$ cat src/rtl/alc_pkg.sv
// Shared types and constants for the aux memory and language card mapper.
package alc_pkg;

  // Bus access request
  typedef struct packed {
    logic        operation;   // 0 read, 1 write
    logic [15:0] address;
    logic [7:0]  write_data;
  } req_t;

  // Mapping result
  typedef struct packed {
    logic [2:0]  target;
    logic [16:0] mapped_address;
    logic [7:0]  read_data;
  } rsp_t;

  // Target codes
  localparam logic [2:0] TGT_RAM  = 3'd0;
  localparam logic [2:0] TGT_ROM  = 3'd1;
  localparam logic [2:0] TGT_IO   = 3'd2;
  localparam logic [2:0] TGT_REG  = 3'd3;
  localparam logic [2:0] TGT_DROP = 3'd4;

  // Answer bytes
  localparam logic [7:0] FLAG_ON   = 8'h80;
  localparam logic [7:0] IDLE_BYTE = 8'hEE;

  // Soft switch addresses
  localparam logic [15:0] SW_80STORE_OFF = 16'hC000;
  localparam logic [15:0] SW_80STORE_ON  = 16'hC001;
  localparam logic [15:0] SW_RAMRD_OFF   = 16'hC002;
  localparam logic [15:0] SW_RAMRD_ON    = 16'hC003;
  localparam logic [15:0] SW_RAMWRT_OFF  = 16'hC004;
  localparam logic [15:0] SW_RAMWRT_ON   = 16'hC005;
  localparam logic [15:0] SW_INTCX_OFF   = 16'hC006;
  localparam logic [15:0] SW_INTCX_ON    = 16'hC007;
  localparam logic [15:0] SW_ALTZP_OFF   = 16'hC008;
  localparam logic [15:0] SW_ALTZP_ON    = 16'hC009;
  localparam logic [15:0] SW_SLOTC3_OFF  = 16'hC00A;
  localparam logic [15:0] SW_SLOTC3_ON   = 16'hC00B;
  localparam logic [15:0] ST_BANK2       = 16'hC011;
  localparam logic [15:0] ST_LCRAM       = 16'hC012;
  localparam logic [15:0] ST_RAMRD       = 16'hC013;
  localparam logic [15:0] ST_RAMWRT      = 16'hC014;
  localparam logic [15:0] ST_INTCX       = 16'hC015;
  localparam logic [15:0] ST_ALTZP       = 16'hC016;
  localparam logic [15:0] ST_SLOTC3      = 16'hC017;
  localparam logic [15:0] ST_80STORE     = 16'hC018;
  localparam logic [15:0] SW_VIDEO       = 16'hC029;
  localparam logic [15:0] SW_PAGE1       = 16'hC054;
  localparam logic [15:0] SW_PAGE2       = 16'hC055;
  localparam logic [15:0] SW_LORES       = 16'hC056;
  localparam logic [15:0] SW_HIRES       = 16'hC057;
  localparam logic [15:0] ROM_LO         = 16'hC071;
  localparam logic [15:0] ROM_HI         = 16'hC07F;
  localparam logic [15:0] LC_LO          = 16'hC080;
  localparam logic [15:0] LC_HI          = 16'hC08F;

  // Page bounds
  localparam logic [7:0] PAGE_IO       = 8'hC0;
  localparam logic [7:0] PAGE_IO_TOP   = 8'hCF;
  localparam logic [7:0] PAGE_LC       = 8'hD0;
  localparam logic [7:0] PAGE_LC_BANK  = 8'hDF;

endpackage

$ cat src/rtl/aux_and_language_card_mapper.sv
// Top level: soft switches, language card flip-flops and address mapping.
//
// Takes one CPU bus access per request and returns one mapping result per request. The
// block accepts a request every clock cycle while the result register is empty or being
// read; the result appears in the output register in the cycle after acceptance, and a
// stalled result holds off new requests, so sustained throughput is one access per cycle
// while out_ready stays high. The decode, flag update and address computation form a
// single combinational pass in front of the result register. iolc_enable (cfg_write_en /
// cfg_write_data) resets to 1 and should be changed only while no request is in flight.
module aux_and_language_card_mapper (
  input  logic          clk,
  input  logic          rst,
  input  logic          cfg_write_en,
  input  logic          cfg_write_data,
  input  logic          in_valid,
  output logic          in_ready,
  input  alc_pkg::req_t in_data,
  output logic          out_valid,
  input  logic          out_ready,
  output alc_pkg::rsp_t out_data
);

  logic       iolc_enable;
  logic       store80, aux_read, aux_write, alt_zero_page, page_two;
  logic       hires_mode, internal_cx_rom, slot_c3_rom;
  logic [7:0] video_byte;
  logic       lc_bank_one, lc_read_ram, lc_pre_write, lc_write_inhibit;

  logic       store80_next, aux_read_next, aux_write_next, alt_zero_page_next;
  logic       page_two_next, hires_mode_next, internal_cx_rom_next, slot_c3_rom_next;
  logic [7:0] video_byte_next;
  logic       lc_bank_one_next, lc_read_ram_next, lc_pre_write_next;
  logic       lc_write_inhibit_next;

  alc_pkg::rsp_t rsp_next;
  logic          accept;

  assign in_ready = !out_valid || out_ready;
  assign accept   = in_valid && in_ready;

  // Decode the request, map the address and work out the new switch state
  always_comb begin
    logic        is_write;
    logic [15:0] addr;
    logic [7:0]  page;
    logic        general;
    logic        sel;
    logic        to_ram;
    logic        lc_hit;
    logic [15:0] lc_addr;

    is_write = in_data.operation;
    addr     = in_data.address;
    page     = addr[15:8];

    store80_next          = store80;
    aux_read_next         = aux_read;
    aux_write_next        = aux_write;
    alt_zero_page_next    = alt_zero_page;
    page_two_next         = page_two;
    hires_mode_next       = hires_mode;
    internal_cx_rom_next  = internal_cx_rom;
    slot_c3_rom_next      = slot_c3_rom;
    video_byte_next       = video_byte;
    lc_bank_one_next      = lc_bank_one;
    lc_read_ram_next      = lc_read_ram;
    lc_pre_write_next     = lc_pre_write;
    lc_write_inhibit_next = lc_write_inhibit;

    // Pick the aux bank for RAM targets
    general = is_write ? aux_write : aux_read;
    if (page <= 8'h01 || page >= alc_pkg::PAGE_LC) begin
      sel = alt_zero_page;
    end else if (page >= 8'h04 && page <= 8'h07) begin
      sel = store80 ? page_two : general;
    end else if (page >= 8'h20 && page <= 8'h3F) begin
      sel = (store80 && hires_mode) ? page_two : general;
    end else begin
      sel = general;
    end

    // Lower D0-DF by one 4K bank when bank one is selected
    lc_addr = {addr[15:13], addr[12] & ~(lc_bank_one && page <= alc_pkg::PAGE_LC_BANK),
               addr[11:0]};
    to_ram  = is_write ? !lc_write_inhibit : lc_read_ram;
    lc_hit  = addr inside {[alc_pkg::LC_LO:alc_pkg::LC_HI]};

    rsp_next.target         = alc_pkg::TGT_RAM;
    rsp_next.mapped_address = {sel, addr};
    rsp_next.read_data      = 8'h00;

    if (iolc_enable && page >= alc_pkg::PAGE_IO && page <= alc_pkg::PAGE_IO_TOP) begin
      rsp_next.mapped_address = {1'b0, addr};
      rsp_next.target         = alc_pkg::TGT_IO;
      if (page == alc_pkg::PAGE_IO) begin
        if (is_write) begin
          // Switch writes
          case (addr)
            alc_pkg::SW_80STORE_OFF: store80_next         = 1'b0;
            alc_pkg::SW_80STORE_ON:  store80_next         = 1'b1;
            alc_pkg::SW_RAMRD_OFF:   aux_read_next        = 1'b0;
            alc_pkg::SW_RAMRD_ON:    aux_read_next        = 1'b1;
            alc_pkg::SW_RAMWRT_OFF:  aux_write_next       = 1'b0;
            alc_pkg::SW_RAMWRT_ON:   aux_write_next       = 1'b1;
            alc_pkg::SW_INTCX_OFF:   internal_cx_rom_next = 1'b0;
            alc_pkg::SW_INTCX_ON:    internal_cx_rom_next = 1'b1;
            alc_pkg::SW_ALTZP_OFF:   alt_zero_page_next   = 1'b0;
            alc_pkg::SW_ALTZP_ON:    alt_zero_page_next   = 1'b1;
            alc_pkg::SW_SLOTC3_OFF:  slot_c3_rom_next     = 1'b0;
            alc_pkg::SW_SLOTC3_ON:   slot_c3_rom_next     = 1'b1;
            alc_pkg::SW_VIDEO:       video_byte_next      = in_data.write_data;
            alc_pkg::SW_PAGE1:       page_two_next        = 1'b0;
            alc_pkg::SW_PAGE2:       page_two_next        = 1'b1;
            alc_pkg::SW_LORES:       hires_mode_next      = 1'b0;
            alc_pkg::SW_HIRES:       hires_mode_next      = 1'b1;
            default: ;
          endcase
        end else begin
          // Switch and status reads
          case (addr)
            alc_pkg::ST_BANK2: begin
              rsp_next.target    = alc_pkg::TGT_REG;
              rsp_next.read_data = lc_bank_one ? 8'h00 : alc_pkg::FLAG_ON;
            end
            alc_pkg::ST_LCRAM: begin
              rsp_next.target    = alc_pkg::TGT_REG;
              rsp_next.read_data = lc_read_ram ? alc_pkg::FLAG_ON : 8'h00;
            end
            alc_pkg::ST_RAMRD: begin
              rsp_next.target    = alc_pkg::TGT_REG;
              rsp_next.read_data = aux_read ? alc_pkg::FLAG_ON : 8'h00;
            end
            alc_pkg::ST_RAMWRT: begin
              rsp_next.target    = alc_pkg::TGT_REG;
              rsp_next.read_data = aux_write ? alc_pkg::FLAG_ON : 8'h00;
            end
            alc_pkg::ST_INTCX: begin
              rsp_next.target    = alc_pkg::TGT_REG;
              rsp_next.read_data = internal_cx_rom ? alc_pkg::FLAG_ON : 8'h00;
            end
            alc_pkg::ST_ALTZP: begin
              rsp_next.target    = alc_pkg::TGT_REG;
              rsp_next.read_data = alt_zero_page ? alc_pkg::FLAG_ON : 8'h00;
            end
            alc_pkg::ST_SLOTC3: begin
              rsp_next.target    = alc_pkg::TGT_REG;
              rsp_next.read_data = slot_c3_rom ? alc_pkg::FLAG_ON : 8'h00;
            end
            alc_pkg::ST_80STORE: begin
              rsp_next.target    = alc_pkg::TGT_REG;
              rsp_next.read_data = store80 ? alc_pkg::FLAG_ON : 8'h00;
            end
            alc_pkg::SW_VIDEO: begin
              rsp_next.target    = alc_pkg::TGT_REG;
              rsp_next.read_data = video_byte;
            end
            alc_pkg::SW_PAGE1, alc_pkg::SW_PAGE2: begin
              page_two_next      = addr[0];
              rsp_next.target    = alc_pkg::TGT_REG;
              rsp_next.read_data = alc_pkg::IDLE_BYTE;
            end
            alc_pkg::SW_LORES, alc_pkg::SW_HIRES: begin
              hires_mode_next    = addr[0];
              rsp_next.target    = alc_pkg::TGT_REG;
              rsp_next.read_data = alc_pkg::IDLE_BYTE;
            end
            default: begin
              if (lc_hit) begin
                rsp_next.target = alc_pkg::TGT_REG;
              end else if (addr inside {[alc_pkg::ROM_LO:alc_pkg::ROM_HI]}) begin
                rsp_next.target         = alc_pkg::TGT_ROM;
                rsp_next.mapped_address = {1'b1, addr};
              end
            end
          endcase
        end

        // Language card flip-flops
        if (lc_hit) begin
          lc_bank_one_next = addr[3];
          lc_read_ram_next = ~(addr[1] ^ addr[0]);
          if (is_write) begin
            lc_pre_write_next = 1'b0;
          end else begin
            lc_pre_write_next = addr[0];
            if (lc_pre_write && addr[0]) begin
              lc_write_inhibit_next = 1'b0;
            end
          end
          if (!addr[0]) begin
            lc_write_inhibit_next = 1'b1;
          end
        end
      end
    end else if (iolc_enable && page >= alc_pkg::PAGE_LC) begin
      // Language card space
      if (to_ram) begin
        rsp_next.target         = alc_pkg::TGT_RAM;
        rsp_next.mapped_address = {sel, lc_addr};
      end else if (is_write) begin
        rsp_next.target         = alc_pkg::TGT_DROP;
        rsp_next.mapped_address = {1'b0, addr};
      end else begin
        rsp_next.target         = alc_pkg::TGT_ROM;
        rsp_next.mapped_address = {1'b1, addr};
      end
    end
  end

  // Configuration register
  always_ff @(posedge clk) begin
    if (rst) begin
      iolc_enable <= 1'b1;
    end else if (cfg_write_en) begin
      iolc_enable <= cfg_write_data;
    end
  end

  // Switch state: advance on each accepted request
  always_ff @(posedge clk) begin
    if (rst) begin
      store80          <= 1'b0;
      aux_read         <= 1'b0;
      aux_write        <= 1'b0;
      alt_zero_page    <= 1'b0;
      page_two         <= 1'b0;
      hires_mode       <= 1'b0;
      internal_cx_rom  <= 1'b0;
      slot_c3_rom      <= 1'b0;
      video_byte       <= 8'h00;
      lc_bank_one      <= 1'b0;
      lc_read_ram      <= 1'b0;
      lc_pre_write     <= 1'b0;
      lc_write_inhibit <= 1'b1;
    end else if (accept) begin
      store80          <= store80_next;
      aux_read         <= aux_read_next;
      aux_write        <= aux_write_next;
      alt_zero_page    <= alt_zero_page_next;
      page_two         <= page_two_next;
      hires_mode       <= hires_mode_next;
      internal_cx_rom  <= internal_cx_rom_next;
      slot_c3_rom      <= slot_c3_rom_next;
      video_byte       <= video_byte_next;
      lc_bank_one      <= lc_bank_one_next;
      lc_read_ram      <= lc_read_ram_next;
      lc_pre_write     <= lc_pre_write_next;
      lc_write_inhibit <= lc_write_inhibit_next;
    end
  end

  // Result register: hold while stalled, load on accept
  always_ff @(posedge clk) begin
    if (rst) begin
      out_valid <= 1'b0;
    end else if (accept) begin
      out_valid <= 1'b1;
    end else if (out_ready) begin
      out_valid <= 1'b0;
    end
  end

  always_ff @(posedge clk) begin
    if (accept) begin
      out_data <= rsp_next;
    end
  end

endmodule

$ cat config.mk
export PLATFORM = sky130hd
export DESIGN_NAME = aux_and_language_card_mapper
export DESIGN_NICKNAME = d
export VERILOG_FILES = /design/src/rtl/alc_pkg.sv /design/src/rtl/aux_and_language_card_mapper.sv
export SDC_FILE = /design/constraint.sdc
export NUM_CORES = 1
export LEC_CHECK = 0
export BUFFER_PORTS_ARGS = -buffer_cell sky130_fd_sc_hd__buf_2
export CAP_MARGIN = 15
export CELL_PAD_IN_SITES_DETAIL_PLACEMENT = 1
export CELL_PAD_IN_SITES_GLOBAL_PLACEMENT = 1
export CORE_ASPECT_RATIO = 0.5
export CORE_MARGIN = 2
export CORE_UTILIZATION = 40
export CTS_CLUSTER_DIAMETER = 60
export DETAILED_ROUTE_END_ITERATION = 10
export MAX_ROUTING_LAYER = met4
export PLACE_DENSITY = 0.79
export SYNTH_ARGS = -nofsm -noshare
export SYNTH_HDL_FRONTEND = slang
export SYNTH_SLANG_ARGS = --single-unit
$ cat constraint.sdc
create_clock -name clk -period 2.7 [get_ports clk]
set_clock_uncertainty 0.15 [all_clocks]
set_input_delay 0.54 -clock clk [delete_from_list [all_inputs] [get_ports clk]]
set_output_delay 0.54 -clock clk [all_outputs]
set_load 0.005 [all_outputs]
Word level (Yosys, flattened, before mapping)
Cells that the tools add are included.
{ "totals": {"reg_bits": 50, "latch_bits": 0, "mem_bits_rw": 0, "romBits": 0, "in_bits": 31, "out_inout_bits": 30, "elab_cells": 152, "mem_count": 0} }
{ "op_classes": {"addsub": 0, "mul": 0, "n_div": 0, "order_cmp": 13, "eq_ne": 30, "shifts": 0, "n_mux": 45, "bitwise_logic": 6, "reduce_logical": 40} }
{ "op_table": {"columns": ["operator", "count"], "rows": [
  ["== test 16 bit (second input constant)", 25],
  ["two-way mux 20 bit", 4],
  ["one-hot mux 8 bit (10 select lines)", 1],
  ["two-way mux 8 bit", 8],
  ["two-way mux 28 bit", 2],
  ["AND reduction 5 bit", 9],
  ["two-way mux 17 bit", 2],
  [">= comparator 16 bit (second input constant)", 2],
  ["<= comparator 16 bit (second input constant)", 2],
  ["two-way mux 19 bit", 1],
  ["nonzero test 2 bit", 9],
  ["two-way mux 1 bit", 17],
  [">= comparator 8 bit (second input constant)", 2],
  ["<= comparator 8 bit (second input constant)", 2],
  ["one-hot mux 1 bit (2 select lines)", 8],
  ["OR reduction 13 bit", 1],
  ["logical AND 1 bit", 11],
  ["== test 8 bit (second input constant)", 1],
  [">= comparator 8 x 3 -> 1 bit (second input constant)", 1],
  [">= comparator 8 x 6 -> 1 bit (second input constant)", 1],
  ["<= comparator 8 x 1 -> 1 bit (second input constant)", 1],
  ["<= comparator 8 x 3 -> 1 bit (second input constant)", 1],
  ["<= comparator 8 x 6 -> 1 bit (second input constant)", 1],
  ["inequality test 3 x 1 -> 1 bit (second input constant)", 2],
  ["other kinds (14)", 20]
]} }

Depth between registers and ports, before layout
{ "depth": {"word_depth": 8, "ltp_mapped": 8, "ltp_nobuf": 7} }

Least setup slack after synthesis
OpenSTA, ideal clock, no wires.
{ "synth_timing": {"path_type": "input to register", "start": "input port in_data[18] in the netlist's numbering", "end": "register page_two", "setup_time_ps": 133, "arrival_time_ps": 2250, "path_slack_ps": 168, "stages": 5, "path_cell_list": "or4_4 > or3_4 > or4_1 > a311oi_1 > a211oi_1"} }
{ "synth_via": {"elab_chain_cells": 4, "elab_cells_between_ends": 13} }
{ "synth_lines": {"columns": ["item", "line", "source"], "rows": [
  ["start: declaration", "aux_and_language_card_mapper.sv:17", "input alc_pkg::req_t in_data,"],
  [">= comparator 8 bit or == test 16 bit (tied branches)", "aux_and_language_card_mapper.sv:92, aux_and_language_card_mapper.sv:98, aux_and_language_card_mapper.sv:120", null],
  ["logical AND 1 bit or OR reduction 2 bit (tied branches)", "aux_and_language_card_mapper.sv:92, aux_and_language_card_mapper.sv:120", null],
  ["logical AND 1 bit or nonzero test 2 bit (tied branches)", null, null],
  ["AND reduction 5 bit (no line)", null, null],
  ["end signal: assignment", "aux_and_language_card_mapper.sv:240", "page_two <= page_two_next;"],
  ["end: declaration", "aux_and_language_card_mapper.sv:24", "logic store80, aux_read, aux_write, alt_zero_page, page_two;"]
]} }
Parallel ways exist; a longest one is shown, timed or not.
A chain may end at the register's enable or synchronous reset.

Worst setup path in the final report
{ "layout_timing": {"start": "input port in_data[18] in the netlist's numbering", "end": "register video_byte[5]"} }
{ "layout_via": {"elab_chain_cells": 4, "elab_cells_between_ends": 7} }
{ "layout_lines": {"columns": ["item", "line", "source"], "rows": [
  [">= comparator 8 bit", "aux_and_language_card_mapper.sv:92", "if (iolc_enable && page >= alc_pkg::PAGE_IO && page <= alc_pkg::PAGE_IO_TOP) begin"],
  ["logical AND 1 bit (2 in a row)", "aux_and_language_card_mapper.sv:92", null],
  ["AND reduction 5 bit (no line) (*)", null, null],
  ["end signal: assignment", "aux_and_language_card_mapper.sv:244", "video_byte <= video_byte_next;"],
  ["end: declaration", "aux_and_language_card_mapper.sv:26", "logic [7:0] video_byte;"]
]} }
Every way passes the cells marked *; elsewhere a longest branch is shown, timed or not.

==> summary.md <==
| Metric | Value |
|---|---|
| Largest net degree at the start of global routing | `27` |
| TritonCTS Buffers | `5` |
| Antenna viol nets, final | `0` |
| Max Freq | `between 400 and 500 MHz` |
| Post-synth ARST share | `0%` |
| Leakage | `1.22 nW` |
| Tmin final | `2.44 ns` |
| Clock root buffer | `clkbuf_16` |
| GRT Resource Usage Total | `about 22%` |
| Mapped Avg Cell Area | `10.9 µm²` |
| Layout cells sized above 1 | `between 30% and 40%` |
| CTS HTree Levels | `2` |
| Reg2reg start | `iolc_enable` |
| Final #Nets | `327` |
| Worst Hold Depth | `1` |
| Fillers | `between 600 and 700` |
| Final Setup Violations | `0` |
| Commonest non-fill, non-tap cells in the layout | `60 x buf_2, 28 x edfxtp_1, 22 x dfxtp_1` |
| PostCTS Resize Cnt | `0` |
| Diodes inserted | `0` |
| Comb power frac | `9.2%` |
| Number of flip-flops in the largest register | `28` |
| Worst slew pin tran | `0.445 ns` |
| Dpl ws | `-0.0297 ns` |
| Max_slew headroom | `69.9%` |
| Crit Path Class | `in2reg` |
| Detailed-route wire length | `6.57 mm` |
| Worst reg-to-reg path cell count | `5` |
| Mapped Cells | `about 220` |
| Later-pin clock latency in the skew report | `0.29 ns` |
| Top reg by flops | `out_data` |
| Grt ovf | `0` |
| Min-delay src | `in_data[16]` |
| Critical path data required time | `2.72 ns` |
| Crit share post-route | `90.3%` |
| CP max stage cell | `or4_4` |
| Drt pass-1 iters | `4` |
| Antenna violations before repair | `0` |
| Vias in the first global route | `~2100` |
| PD cells | `559 nW/µm²` |
| Cells along the critical path | `buf_2, or4_4, buf_4, nor4_2, nand4_2, mux2i_1, nor2_1` |
| Commonest non-fill, non-tap cell in the layout | `buf_2` |
| Switching fraction of total power | `between 20% and 30%` |
| Crit path max-delay family | `simple AND/OR/NAND/NOR gates` |
| Standard-cell rows | `19` |
| Initial core utilization | `42.1%` |
| Final Power | `0.00168 W` |
| Post-CTS Setup Inserts | `0` |
| CTS tree | `built` |
| Die Ht | `about 58 µm` |
| CP endpoint kind | `flop` |
| Vias | `2042` |
| Residual DRC | `0` |
| Post-CTS Hold Buffers | `0` |
| First-pass GRT wire length | `10.7 mm` |
| CP Buf/Inv Count | `2` |
| Max clock buf depth | `2` |
| Net Switching | `~0.00039 W` |
| DRT iter0 DRCs | `110` |
| Area Growth Syn to Fin | `27.8%` |
| Post-synthesis sequential area ratio | `54.5%` |
| Synth cell types | `50` |
| Die X | `112 µm` |
| Pint | `~0.0013 W` |
| RR Endpoint | `page_two` |
| Global placement routability congestion | `approximately 0.87` |
| Largest fanout on the critical path | `8` |
| Mapped Nets | `250` |
| Sequential share of power | `between 40 and 50%` |
| Clk pwr share | `41.0%` |
| Setup crit start kind | `primary input` |
| Final Max Slew Viols | `0` |
| Most used DFF post-synth | `edfxtp_1` |
| Core area | `5590 µm²` |
| Top flop regs | `out_data x28, video_byte x8` |
| Fin worst setup slack | `0.261 ns` |
| Critical path's largest stage delay | `0.55 ns` |
| Reg2Reg Setup Slack | `about 0.70 ns` |
| Via/cell ratio | `between 5 and 6` |
| IO Pins | `61` |
| Detailed-route wire length per cell | `17.9 µm` |
| Hold Crit Endpoint | `out_data[16]` |
| Hold Violations, Final | `0` |
| DIE AREA | `6540 µm²` |
| #FFs+latches synth | `50` |
| Dpl hpwl | `4.82 mm` |
| Syn Std Cell Area | `between 2000 and 2500 µm²` |
| Worst VDD drop | `~0.26 mV` |
| Setup_tns | `0 ns` |
| Worst Hold Class | `in2reg` |
| Yosys warnings | `0` |
| CP Data Arrival Time | `2.46 ns` |
| Max cap viols | `0` |
| CTS sink count | `50` |
| RSZ-0062 raised after global routing | `no` |
| Worst-path clk slew | `0.07 ns` |
| Port Buf Inserts | `60` |
| Number of synthesized flops with an enable pin | `28` |
| Status | `finished clean` |
==> synthesized netlist by cell type, types with 2 or more instances <==
cell type	n	area, µm²
a221oi_1	3	26.3
o22ai_1	2	12.5
a21oi_1	10	50.1
nor2b_1	4	25.0
nand2_1	12	45.0
nand2b_1	10	62.6
nor4_2	2	25.0
or4_1	4	30.0
a31oi_1	2	12.5
nor4_1	2	12.5
edfxtp_1	28	841
ha_1	4	50.1
mux2i_1	12	120
a311o_1	2	20.0
or3_1	2	12.5
nor2_1	21	78.8
nand4_1	3	18.8
inv_1	12	45.0
a211oi_1	4	30.0
nand3b_1	2	15.0
a22oi_1	3	22.5
and3_1	3	18.8
clkbuf_1	6	22.5
dfxtp_1	22	440
a311oi_1	2	17.5
o21ai_0	8	40.0
nor3_1	5	25.0
nor3b_1	3	22.5
==> logic make-up (layout without fill, tap and decap cells) <==
family	after synthesis	in the layout	share of synthesized area (%)
simple gates	85	85	21.6
flops	50	50	54.5
compound gates	46	46	13.8
buf+inv	18	96	2.87
mux	12	12	5.11
fa+ha+maj	4	4	2.13
==> power by group through the flow <==
stage          Combinational, W  Clock [W]  Sequential [W]
6_report               0.000155   0.000688        0.000837
5_1_grt                0.000170   0.000718        0.000840
4_1_cts                0.000156   0.000695        0.000838
3_5_place_dp           0.000153          0        0.000855
3_3_place_gp           0.000149          0        0.000853
2_1_floorplan         0.0000586          0        0.000858
==> metrics by stage <==
step           instances  area [µm²]  hold slack (ns)  util [%]
4_1_cts              366        3010            0.290      53.8
6_report             366        3010            0.286      53.8
3_3_place_gp         358        2840            0.318      50.8
3_5_place_dp         358        2840            0.326      50.8
2_1_floorplan        215        2350            0.291         -
5_1_grt              366        3010            0.292      53.8
==> routing by layer <==
metal	GRT usage, %	wire length [µm]
met5	-	0
met4	6.27	79
met3	3.87	409
met2	34.0	2970
met1	29.4	3100
==> layout make-up <==
cell class,count,area [µm²],share of cell area [%]
Multi-Input combinational cell,147,1000,33.3
Tap cell,73,91.3,3.04
Sequential cell,50,1280,42.6
Timing Repair Buffer,76,420,14.0
Inverter,12,45.0,1.50
Clock inverter,2,15.0,0.500
Clock buffer,6,150,5.00
==> how the worst max path moves through the flow <==
stage	start	end	slack, ns	cells past startpoint
after floorplan	in_data[18]	page_two	0.17	5
after global placement	in_data[18]	page_two	0.02	6
after detailed placement	in_data[18]	page_two	-0.03	6
after CTS	in_data[18]	video_byte[5]	0.26	7
after global routing	in_data[18]	video_byte[6]	0.12	7
final	in_data[18]	video_byte[5]	0.26	7
Note: power is estimated with default switching activity, not from simulation.
